## src/sv/input_event_ring_device_macros.svh

```systemverilog
// Assertion macros shared by the input event ring device files.
`ifndef INPUT_EVENT_RING_DEVICE_MACROS_SVH
`define INPUT_EVENT_RING_DEVICE_MACROS_SVH

// Same-cycle implication, sampled on clk_i, off while rst_ni is low.
`define IED_HOLDS(label, ante, cons, msg) \
  label: assert property (@(posedge clk_i) disable iff (!rst_ni) (ante) |-> (cons)) \
    else $error(msg);

// Next-cycle implication, sampled on clk_i, off while rst_ni is low.
`define IED_NEXT(label, ante, cons, msg) \
  label: assert property (@(posedge clk_i) disable iff (!rst_ni) (ante) |=> (cons)) \
    else $error(msg);

`endif

```

## src/sv/ied_pkg.sv

```systemverilog
// Types and constants of the input event ring device.
package ied_pkg;

  typedef enum logic [1:0] {
    ACT_POST   = 2'd0,
    ACT_MOTION = 2'd1,
    ACT_READ   = 2'd2,
    ACT_WRITE  = 2'd3
  } act_e;

  typedef enum logic [1:0] {
    FAULT_NONE  = 2'd0,
    FAULT_LOAD  = 2'd1,
    FAULT_STORE = 2'd2
  } fault_e;

  typedef enum logic [1:0] {
    CFG_DEVICE_ID   = 2'd0,
    CFG_VERSION     = 2'd1,
    CFG_BTN_FIRST   = 2'd2,
    CFG_BTN_LAST    = 2'd3
  } cfg_idx_e;

  // Word index of a register in the bus map (byte offset bits 4:2).
  typedef enum logic [2:0] {
    REG_ID      = 3'd0,
    REG_VERSION = 3'd1,
    REG_PENDING = 3'd2,
    REG_EVENT   = 3'd3,
    REG_LOST    = 3'd4,
    REG_ABS_X   = 3'd5,
    REG_ABS_Y   = 3'd6,
    REG_BUTTONS = 3'd7
  } reg_sel_e;

  localparam logic [3:0]  ACCESS_WORD     = 4'd4;
  localparam logic [31:0] VERSION_RESET   = 32'd1;
  localparam logic [15:0] BTN_FIRST_RESET = 16'd272;
  localparam logic [15:0] BTN_LAST_RESET  = 16'd274;

  typedef struct packed {
    logic push;
    logic pop;
  } ring_ctrl_t;

  typedef struct packed {
    logic empty;
    logic full;
  } ring_stat_t;

  // Event word: valid flag, low 15 bits of the value, code.
  function automatic logic [31:0] event_word(input logic [15:0] code,
                                             input logic [31:0] value);
    event_word = {1'b1, value[14:0], code};
  endfunction

endpackage

```

## src/sv/ied_cell.sv

```systemverilog
// One storage cell of the event chain.
module ied_cell
  import ied_pkg::*;
(
  input  logic        clk_i,
  input  logic        shift_i,
  input  logic        load_i,
  input  logic [31:0] nbr_i,
  input  logic [31:0] push_word_i,
  output logic [31:0] word_o
);

  logic [31:0] word_q, word_d;

  // Advance toward the head on a pop, take the new event when it lands here.
  always_comb begin
    word_d = word_q;
    if (shift_i) begin
      word_d = nbr_i;
    end else if (load_i) begin
      word_d = push_word_i;
    end
  end

  always_ff @(posedge clk_i) begin
    word_q <= word_d;
  end

  assign word_o = word_q;

endmodule

```

## src/sv/ied_ring.sv

```systemverilog
// Event queue built as a chain of cells with the oldest event in cell 0.
module ied_ring
  import ied_pkg::*;
#(
  parameter int RING_DEPTH = 64
) (
  input  logic                                 clk_i,
  input  logic                                 rst_ni,
  input  ring_ctrl_t                           ctrl_i,
  input  logic [31:0]                          push_word_i,
  output logic [31:0]                          head_word_o,
  output logic [$clog2(RING_DEPTH+1)-1:0]      count_o,
  output ring_stat_t                           stat_o
);

  `include "input_event_ring_device_macros.svh"

  localparam int CntW = $clog2(RING_DEPTH + 1);

  logic [CntW-1:0] cnt_q, cnt_d;
  logic [31:0]     words [RING_DEPTH];
  logic            full;

  assign full = (cnt_q == CntW'(RING_DEPTH));

  for (genvar i = 0; i < RING_DEPTH; i++) begin : g_cell
    logic [31:0] nbr;
    if (i == RING_DEPTH - 1) begin : g_tail
      assign nbr = '0;
    end else begin : g_mid
      assign nbr = words[i+1];
    end

    ied_cell u_cell (
      .clk_i       (clk_i),
      .shift_i     (ctrl_i.pop),
      .load_i      (ctrl_i.push && (cnt_q == CntW'(i))),
      .nbr_i       (nbr),
      .push_word_i (push_word_i),
      .word_o      (words[i])
    );
  end

  always_comb begin
    cnt_d = cnt_q;
    if (ctrl_i.push && !ctrl_i.pop) begin
      cnt_d = cnt_q + CntW'(1);
    end else if (ctrl_i.pop && !ctrl_i.push) begin
      cnt_d = cnt_q - CntW'(1);
    end
  end

  always_ff @(posedge clk_i or negedge rst_ni) begin
    if (!rst_ni) begin
      cnt_q <= '0;
    end else begin
      cnt_q <= cnt_d;
    end
  end

  assign head_word_o  = words[0];
  assign count_o      = cnt_q;
  assign stat_o.empty = (cnt_q == '0);
  assign stat_o.full  = full;

  `IED_HOLDS(a_cnt_max, 1'b1, cnt_q <= CntW'(RING_DEPTH), "event count beyond depth")
  `IED_HOLDS(a_push_room, ctrl_i.push, !full, "push into a full chain")
  `IED_NEXT(a_cnt_step, ctrl_i.push && !ctrl_i.pop, cnt_q == ($past(cnt_q) + CntW'(1)), "count did not advance on push")

endmodule

```

## src/sv/input_event_ring_device.sv

```systemverilog
// Top level of the input event ring device: bus registers, buttons, event chain.
//
// Input device whose events a bus master drains word by word. Every command
// is taken in a single transfer: busy_o stays low, so a command is taken at
// each rising edge where start_i is high, one per cycle with no gaps. A bus
// read or bus write command produces exactly one result, shown on
// read_data_o and fault_o with valid_o high for the single cycle right after
// the command; post and motion commands produce none. The receiver cannot
// stall, so it must capture the result in that cycle. The event queue is a
// row of RING_DEPTH cells with the oldest event in the first cell; a read of
// the event register shifts the whole row by one, a post loads the cell just
// past the last pending event, so each command touches the queue once and
// the rate is fixed at one command per clock. Configuration writes are
// always ready and take effect at the edge of the transfer.
module input_event_ring_device
  import ied_pkg::*;
#(
  parameter int RING_DEPTH = 64
) (
  input  logic        clk_i,
  input  logic        rst_ni,
  // command channel
  input  logic        start_i,
  output logic        busy_o,
  input  logic [1:0]  action_i,
  input  logic [15:0] event_code_i,
  input  logic [31:0] event_value_i,
  input  logic [31:0] pos_x_i,
  input  logic [31:0] pos_y_i,
  input  logic [11:0] byte_offset_i,
  input  logic [3:0]  access_size_i,
  // result channel
  output logic        valid_o,
  output logic [31:0] read_data_o,
  output logic [1:0]  fault_o,
  // configuration write channel
  input  logic        cfg_valid_i,
  output logic        cfg_ready_o,
  input  logic [1:0]  cfg_index_i,
  input  logic [31:0] cfg_data_i
);

  `include "input_event_ring_device_macros.svh"

  localparam int CntW = $clog2(RING_DEPTH + 1);

  // Configuration registers
  logic [31:0] device_id_q, version_q;
  logic [15:0] btn_first_q, btn_last_q;

  // Device state
  logic [31:0] lost_q, lost_d;
  logic [31:0] abs_x_q, abs_y_q;
  logic [31:0] buttons_q, buttons_d;

  // Result register
  logic        valid_q, valid_d;
  logic [31:0] rdata_q, rdata_d;
  fault_e      fault_q, fault_d;

  // Queue interface
  ring_ctrl_t      ring_ctrl;
  ring_stat_t      ring_stat;
  logic [31:0]     head_word;
  logic [CntW-1:0] ring_count;

  logic        accept;
  act_e        act;
  logic        size_ok, aligned_ok, access_ok, in_map;
  reg_sel_e    sel;
  logic [15:0] btn_offs;
  logic        is_button;

  assign busy_o      = 1'b0;
  assign cfg_ready_o = 1'b1;
  assign accept      = start_i && !busy_o;
  assign act         = act_e'(action_i);

  // Only aligned full-word accesses inside the map reach a register.
  assign size_ok    = (access_size_i == ACCESS_WORD);
  assign aligned_ok = (byte_offset_i[1:0] == 2'b00);
  assign access_ok  = size_ok && aligned_ok;
  assign in_map     = (byte_offset_i[11:5] == '0);
  assign sel        = reg_sel_e'(byte_offset_i[4:2]);

  // A code in [first, last] with an offset below 32 maps to a button bit.
  assign btn_offs  = event_code_i - btn_first_q;
  assign is_button = (event_code_i >= btn_first_q) && (event_code_i <= btn_last_q)
                     && (btn_offs[15:5] == '0);

  always_comb begin
    ring_ctrl = '0;
    lost_d    = lost_q;
    buttons_d = buttons_q;
    valid_d   = 1'b0;
    rdata_d   = '0;
    fault_d   = FAULT_NONE;

    if (accept) begin
      case (act)
        ACT_POST: begin
          if (ring_stat.full) begin
            // drop the newest event and count it
            lost_d = lost_q + 32'd1;
          end else begin
            ring_ctrl.push = 1'b1;
            if (is_button) begin
              buttons_d[btn_offs[4:0]] = (event_value_i != '0);
            end
          end
        end
        ACT_MOTION: begin
          // position is taken in the clocked block
        end
        ACT_READ: begin
          valid_d = 1'b1;
          if (!access_ok) begin
            fault_d = FAULT_LOAD;
          end else if (in_map) begin
            case (sel)
              REG_ID:      rdata_d = device_id_q;
              REG_VERSION: rdata_d = version_q;
              REG_PENDING: rdata_d = 32'(ring_count);
              REG_EVENT: begin
                // dequeue the head; an empty queue reads 0
                if (!ring_stat.empty) begin
                  rdata_d       = head_word;
                  ring_ctrl.pop = 1'b1;
                end
              end
              REG_LOST: begin
                rdata_d = lost_q;
                lost_d  = '0;
              end
              REG_ABS_X:   rdata_d = abs_x_q;
              REG_ABS_Y:   rdata_d = abs_y_q;
              REG_BUTTONS: rdata_d = buttons_q;
              default:     rdata_d = '0;
            endcase
          end
        end
        ACT_WRITE: begin
          // writes change nothing; only refuse misaligned or odd sizes
          valid_d = 1'b1;
          if (!access_ok) begin
            fault_d = FAULT_STORE;
          end
        end
        default: begin
        end
      endcase
    end
  end

  ied_ring #(
    .RING_DEPTH (RING_DEPTH)
  ) u_ring (
    .clk_i       (clk_i),
    .rst_ni      (rst_ni),
    .ctrl_i      (ring_ctrl),
    .push_word_i (event_word(event_code_i, event_value_i)),
    .head_word_o (head_word),
    .count_o     (ring_count),
    .stat_o      (ring_stat)
  );

  // Configuration transfers
  always_ff @(posedge clk_i or negedge rst_ni) begin
    if (!rst_ni) begin
      device_id_q <= '0;
      version_q   <= VERSION_RESET;
      btn_first_q <= BTN_FIRST_RESET;
      btn_last_q  <= BTN_LAST_RESET;
    end else if (cfg_valid_i && cfg_ready_o) begin
      case (cfg_idx_e'(cfg_index_i))
        CFG_DEVICE_ID: device_id_q <= cfg_data_i;
        CFG_VERSION:   version_q   <= cfg_data_i;
        CFG_BTN_FIRST: btn_first_q <= cfg_data_i[15:0];
        CFG_BTN_LAST:  btn_last_q  <= cfg_data_i[15:0];
        default: begin
        end
      endcase
    end
  end

  // Device state and result strobe
  always_ff @(posedge clk_i or negedge rst_ni) begin
    if (!rst_ni) begin
      lost_q    <= '0;
      abs_x_q   <= '0;
      abs_y_q   <= '0;
      buttons_q <= '0;
      valid_q   <= 1'b0;
    end else begin
      lost_q    <= lost_d;
      buttons_q <= buttons_d;
      valid_q   <= valid_d;
      if (accept && (act == ACT_MOTION)) begin
        abs_x_q <= pos_x_i;
        abs_y_q <= pos_y_i;
      end
    end
  end

  // Result payload, held only for the strobe cycle
  always_ff @(posedge clk_i) begin
    rdata_q <= rdata_d;
    fault_q <= fault_d;
  end

  assign valid_o     = valid_q;
  assign read_data_o = rdata_q;
  assign fault_o     = fault_q;

  `IED_NEXT(a_bus_result, accept && action_i[1], valid_q, "bus access gave no result")
  `IED_NEXT(a_no_result, !(accept && action_i[1]), !valid_q, "result without bus access")
  `IED_NEXT(a_lost_clear, accept && (act == ACT_READ) && access_ok && in_map && (sel == REG_LOST),
            lost_q == '0, "lost counter not cleared by its read")

endmodule

```

## config.mk

```make
export PLATFORM = sky130hd
export DESIGN_NAME = input_event_ring_device
export DESIGN_NICKNAME = d
export VERILOG_FILES = /design/src/sv/ied_pkg.sv /design/src/sv/ied_cell.sv /design/src/sv/ied_ring.sv /design/src/sv/input_event_ring_device.sv
export VERILOG_INCLUDE_DIRS = /design/src /design/src/sv
export SDC_FILE = /design/constraint.sdc
export NUM_CORES = 2
export LEC_CHECK = 0
export ABC_CLOCK_PERIOD_IN_PS = 5100
export BUFFER_PORTS_ARGS = -buffer_cell sky130_fd_sc_hd__buf_2
export CORE_AREA = 3 3 301 525
export CTS_BUF_LIST = sky130_fd_sc_hd__clkbuf_8
export DETAILED_ROUTE_END_ITERATION = 12
export DIE_AREA = 0 0 304 528
export GPL_ROUTABILITY_DRIVEN = 1
export GPL_TIMING_DRIVEN = 0
export PLACE_DENSITY = 0.77
export SYNTH_ARGS = -nofsm -noshare
export SYNTH_HDL_FRONTEND = slang
export SYNTH_SLANG_ARGS = --single-unit
```

## constraint.sdc

```tcl
create_clock -name clk_i -period 5.1 [get_ports clk_i]
set_clock_uncertainty 0.05 [all_clocks]
set_input_delay 1.02 -clock clk_i [delete_from_list [all_inputs] [get_ports clk_i]]
set_output_delay 1.02 -clock clk_i [all_outputs]
set_load 0.03 [all_outputs]
```

* Word-level counts from Yosys, hierarchy flattened *
Cells that the tools add are included.

word-level totals
  flip-flop bits (word level) = 2314
  input port bits = 168
  output and inout port bits = 37
  word-level logic and storage cells = 472

operators by class
  add/sub/neg operators = 4
  magnitude comparators = 4
  equality and inequality tests = 82
  muxes and demuxes = 151
  bitwise operators = 1
  reductions and logical operators = 154

operator list
  kind                                                                    count
  32-bit two-way mux                                                      131
  32-bit case mux with 8 select lines                                     1
  7-bit by 6-bit equality test with 1-bit output (second input constant)  32
  2-bit nonzero test                                                      65
  7-bit by 5-bit equality test with 1-bit output (second input constant)  16
  1-bit logical AND                                                       71
  32-bit case mux with 2 select lines                                     1
  7-bit by 4-bit equality test with 1-bit output (second input constant)  8
  32-bit by 1-bit adder with 32-bit output (second input constant)        1
  32-bit bitwise mux                                                      1
  32-bit nonzero test                                                     1
  7-bit by 3-bit equality test with 1-bit output (second input constant)  4
  16-bit >= comparator                                                    1
  16-bit <= comparator                                                    1
  16-bit subtractor                                                       1
  7-bit by 2-bit equality test with 1-bit output (second input constant)  2
  7-bit zero test                                                         2
  7-bit two-way mux                                                       2
  3-bit equality test (second input constant)                             4
  11-bit zero test                                                        1
  1-bit two-way mux                                                       11
  2-bit equality test (second input constant)                             4
  2-bit AND reduction                                                     4
  4-bit AND reduction                                                     2
  21 further kinds                                                        29

* Depth between registers and ports, before layout *
  word-level depth = 11
  depth in mapped cells = 17
  depth with buffers taken out = 12

* Hierarchy *
From an unflattened synthesis, not the netlist that was laid out.

unflattened totals
  cell total of the unflattened synthesis = 5778
  area total of the unflattened synthesis = 110765.0 µm²

by module, submodules not included
  module                   times used  cells an instance  area each (µm²)  seq. area each (µm²)
  ied_cell                 64          69                 1507.7           960.9
  input_event_ring_device  1           1200               13285.2          6318.6
  ied_ring                 1           162                987.2            175.2

* Worst setup path before layout *
No wires, ideal clock.

  path kind = input port to flip-flop
  start = in action_i[0]
  end = reg u_ring.g_cell[44].u_cell.word_q[0] (enable)
  library setup time = 466 ps
  data arrival time = 4254 ps
  data required time = 4584 ps
  setup slack = 330 ps
  stages = 6
  path buffers = 1
  path through = inv_1 nand2_1 nor3_1 nand3b_1 clkbuf_1 o21ai_0

on the way
  word-level cells in the longest chain between the ends = 5

RTL lines
  what                                   RTL line                        text
  start: declaration                     input_event_ring_device.sv:25   input logic [1:0] action_i,
  2-bit zero test                        input_event_ring_device.sv:100  case (act)
  1-bit two-way mux                      input_event_ring_device.sv:100
  2-bit two-way mux *                    input_event_ring_device.sv:99   if (accept) begin
  1-bit logical AND                      ied_ring.sv:37                  .load_i (ctrl_i.push && (cnt_q == CntW'(i))),
  2-bit nonzero test (no source line) *  n/a
  end signal: assignment                 ied_cell.sv:26                  word_q <= word_d;
  end: declaration                       ied_cell.sv:13                  logic [31:0] word_q, word_d;

Every way passes the cells marked *; elsewhere a longest branch is shown, timed or not.
A chain may end at the register's enable or synchronous reset.

* Final worst setup path *
  start = reg u_ring.cnt_q[1], in the netlist u_ring.count_o[1]
  end = reg buttons_q[24]

on the way
  word-level cells in the longest chain between the ends = 3

RTL lines
  what                                  RTL line                        text
  start: declaration                    ied_ring.sv:20                  logic [CntW-1:0] cnt_q, cnt_d;
  start signal: assignment              ied_ring.sv:57                  cnt_q <= cnt_d;
  7-bit equality test                   ied_ring.sv:24                  assign full = (cnt_q == CntW'(RING_DEPTH));
  1-bit inverter (no source line)       n/a
  4-bit AND reduction (no source line)  n/a
  end signal: assignment                input_event_ring_device.sv:196  buttons_q <= buttons_d;
  end: declaration                      input_event_ring_device.sv:54   logic [31:0] buttons_q, buttons_d;

No other way between the ends.

==> flow_summary.ini <==
[timing]
finalCriticalPeriod_ns = 5.04
tightest_slew_ns = 1.60
setup_viol = 0
period_share_pct = 98.9
maxSlewHeadroom_pct = -7.43
maxSlewViolCount = 24
rsz0062_at_grt = no
max_freq_mhz = 198
timing.hold.ws_ns = 0.284
hold_viol = 0

[grt]
grt_pass1_vias = 57000
grt_pass1_wl_um = 352000
grt_max_degree = 99
grt_overflow_total = 0
busiest_layer = met2
grt_util_met2_pct = 54.3
grt_use_met1_pct = 30.8
global_route.usage.met3_pct = 4.37
grt.total_usage_pct = 29.4
antenna_found_initial = 21

[synthesis]
syn_area_um2 = 92300
synth_xor_xnor_area_share_pct = 0.332
synthMuxAreaShare_pct = 2.53
synth_top_area_share_pct = 65.6
synth_cell_types = 64
post_synth_fa_ha_maj_area_fraction_pct = 0.537
ys_seq_area_share_pct = 73.3
synth_compound_area_share_pct = 18.2
syn-num-nets = 6187
syn_inst = 5980
synth-simple-area-share_pct = 2.73
syn_avg_cell_area_um2 = 15.4
yosysTopAreaCell = edfxtp_1
async_flop_share_pct = 10.0
netlist_top_cells_area = edfxtp_1 66%, a21o_1 16%, dfrtp_1 6.1%, mux2_2 2.5%, clkbuf_1 2.1%
synth_enable_flop_cells = 2016
yosys_warnings = 0
synthFlopType = edfxtp_1
synth_top_family_by_area = compound AO/OA/AOI/OAI gates
synth-seq-cells = 2314

[worst_hold_path]
hold_path.class = input pin to flip-flop
whs_endpoint = abs_y_q[15]
min_from = pos_y_i[15]
hold_depth = 2

[die]
coreArea_um2 = 155000
row_count = 191
fp.dieArea_um2 = 161000
die_y_um = 528
die_w_um = 304
initial_utilization_pct = 59.7
top_level_ports = 205

[finish]
area_growth_syn_to_layout_pct = 12.7
nets = 6781
layout-drive-gt1-share_pct = 14.4
fill_cells = 10400
finalCoreUtilization_pct = 67.3

[worst_setup_path]
worstPathArrival_ns = 5.80
startpoint_type = flip-flop
r2r_cells = 11
cp_common_cell = nor4_1
worstSetupPathType = flip-flop to flip-flop
r2r_start = u_ring.count_o[1]
slowest_stage = nor4_1
worstReg2RegEnd = buttons_q[24]
cp-end-kind = flip-flop
required_ns = 5.86
path_cells = inv_1, ha_1, nand2_1, nor4_1, nor3_1, o2111ai_1, nor4_1, nand4_1, clkbuf_1, nor4_1, mux2_2
slowest_delay_ns = 1.34
path_max_fanout = 10
reg2reg_slack_ns = 0.06

[power_and_ir_drop]
p_leak_uw = 0.0443
vdd_drop_max_uv = 275
total_power_uw = 37500
power_density_nw_per_um2 = 360

[clock_network]
cts_buffer_depth = 4
cts_tree = yes
cts_buffers = 321
cts_root_buf = clkbuf_8
clkTransAtPathRegs_ns = 0.07
clkLatencyLatePin_ns = 0.94
clock_sinks = 2314
h-tree-depth = 5

[placement]
port_buffers = 200
place_congestion = 0.966
hpwl_um = 172000

[detailed_routing]
viasPerCell = 6.08
initialDrtViolationCount = 4584
vias = 54000
ant_nets = 0
first_pass_iters = 5
drc_errors = 0
wl_per_cell_um = 26.7
routed_wl_um = 237000

[outcome]
outcome = finished with violations
failed_checks = max-capacitance violations, max-slew violations

[run]
max_cap_violations = 4
==> routing by layer <==
| layer | routed length, µm | vias to the layer above |
|---|---|---|
| li1 | - | 23900 |
| met1 | 79400 | 27400 |
| met2 | 127000 | 2077 |
| met3 | 12700 | 577 |
| met4 | 17700 | 8 |
| met5 | 53 | - |
==> worst max-delay path by stage <==
stage                 startpoint  cells after the start                                  end  slack (ns)
3_5_place_dp   u_ring.count_o[1]                     17                    u_ring.count_o[5]       -1.39
5_1_grt        u_ring.count_o[0]                     11                        buttons_q[24]        0.07
2_1_floorplan        action_i[0]                      6   u_ring.g_cell[44].u_cell.word_o[0]        0.33
6_report       u_ring.count_o[1]                     11                        buttons_q[24]        0.06
4_1_cts        u_ring.count_o[1]                     13  u_ring.g_cell[40].u_cell.word_o[15]       0.001
3_3_place_gp         action_i[0]                      7  u_ring.g_cell[46].u_cell.word_o[16]       -2.34
==> placed cells by master (no fill, tap or decap), types with 7 or more instances in the layout <==
master	Yosys	routed
or3_1	13	13
a221oi_1	32	32
xor2_1	27	27
and2_1	39	39
clkinv_2	0	37
clkinv_1	0	60
nand2b_1	70	70
clkbuf_1	519	500
dfxtp_1	66	66
diode_2	0	18
edfxtp_1	2016	2016
buf_2	5	206
inv_1	48	159
buf_12	0	55
dfrtp_1	226	226
nand3_1	19	19
nor2_1	69	66
buf_16	0	10
xnor2_1	8	8
ha_1	38	38
mux2_2	201	201
nand4_1	18	18
o21ai_0	129	66
a21o_1	1960	1960
clkbuf_2	0	18
bufinv_16	0	8
nor3_1	10	8
a22o_1	31	31
buf_1	8	8
a21oi_1	91	91
mux2i_1	7	7
and3_1	15	15
a31oi_1	27	27
nor4_1	46	45
clkbuf_8	0	341
nand2_1	175	174
o21ai_4	0	63
==> Yosys cell counts (all sizes together) (5+ instances only) <==
cell type and n:
a221oi 32, nor4 46, buf 15, a21oi 91, edfxtp 2016, nor3 10
ha 38, a211oi 6, dfxtp 66, nand2b 70, xor2 27, inv 48
nand3b 5, and2 39, nand4 19, nand2 175, a22o 31, dfrtp 226
or2 5, and3 15, a31oi 27, dfstp 6, nor2 69, xnor2 8
mux2 201, nor2b 5, mux2i 7, o21a 5, nand3 19, o21ai 130
clkbuf 519, nor3b 5, a21o 1960, or3 13
==> cells by family after synthesis <==
| logic type | count (synthesis) |
|---|---|
| other | 2 |
| buffers and inverters | 582 |
| muxes | 208 |
| and+or+nand+nor | 499 |
| xor gates and xnor gates | 35 |
| adders and majority gates | 39 |
| DFF | 2314 |
| AOI/OAI and AO/OA | 2301 |
==> power breakdown <==
part	switching (µW)	internal, µW	total (µW)
sequential	232	21000	21200
clock	6920	6630	13600
combinational	1700	1060	2750
total	8850	28700	37500
==> cell type report <==
type                            count  area [µm²]  share of cell area (%)
Antenna cell                       18        45.0                  0.0433
Buffer                            534        2040                    1.96
Clock buffer                      341        4690                    4.51
Clock inverter                    233        1230                    1.18
Inverter                           48         180                   0.173
Multi-Input combinational cell   3084       23200                    22.3
Sequential cell                  2314       67700                    65.0
Tap cell                         2026        2530                    2.44
Timing Repair Buffer              271        2440                    2.35
==> sequential cells by signal, indices dropped and copies added, names as in the netlist, 7 cells and up <==
| name | flops |
|---|---|
| read_data_o | 32 |
| abs_x_q | 32 |
| btn_first_q | 16 |
| u_ring.g_cell.u_cell.word_o | 2048 |
| device_id_q | 32 |
| version_q | 32 |
| buttons_q | 32 |
| abs_y_q | 32 |
| lost_q | 32 |
| u_ring.count_o | 7 |
| btn_last_q | 16 |
==> worst max-delay path, delay by kind of cell (launching register included) <==
family	cells	cell delay, ns
multiplexers	1	0.44
AND/OR/NAND/NOR	6	2.98
AO/OA/AOI/OAI	1	0.22
adder cells (fa/ha/maj)	1	0.29
flip-flops	1	0.51
buffers and inverters	2	0.45
==> what timing repair did <==
action,4_1_cts,5_1_grt
resized for setup,9,8
endpoints found under the hold margin,57,0
setup endpoints to repair,3827,942
buffers inserted,0,1
pin swaps,0,1
hold buffers,1,0
==> per-stage QoR <==
stage	setup TNS (ns)	setup WS, ns	cell area, µm²	cells
global placement	-3867.68	-2.34	95900	8206
finish	0	0.0580	104000	8869
global route	0	0.0718	104000	8865
detailed placement	-1916.76	-1.39	98000	8275
CTS	0	0.000960	104000	8850
floorplan	0	0.330	92300	5980
(Power assumes the default switching activity.)
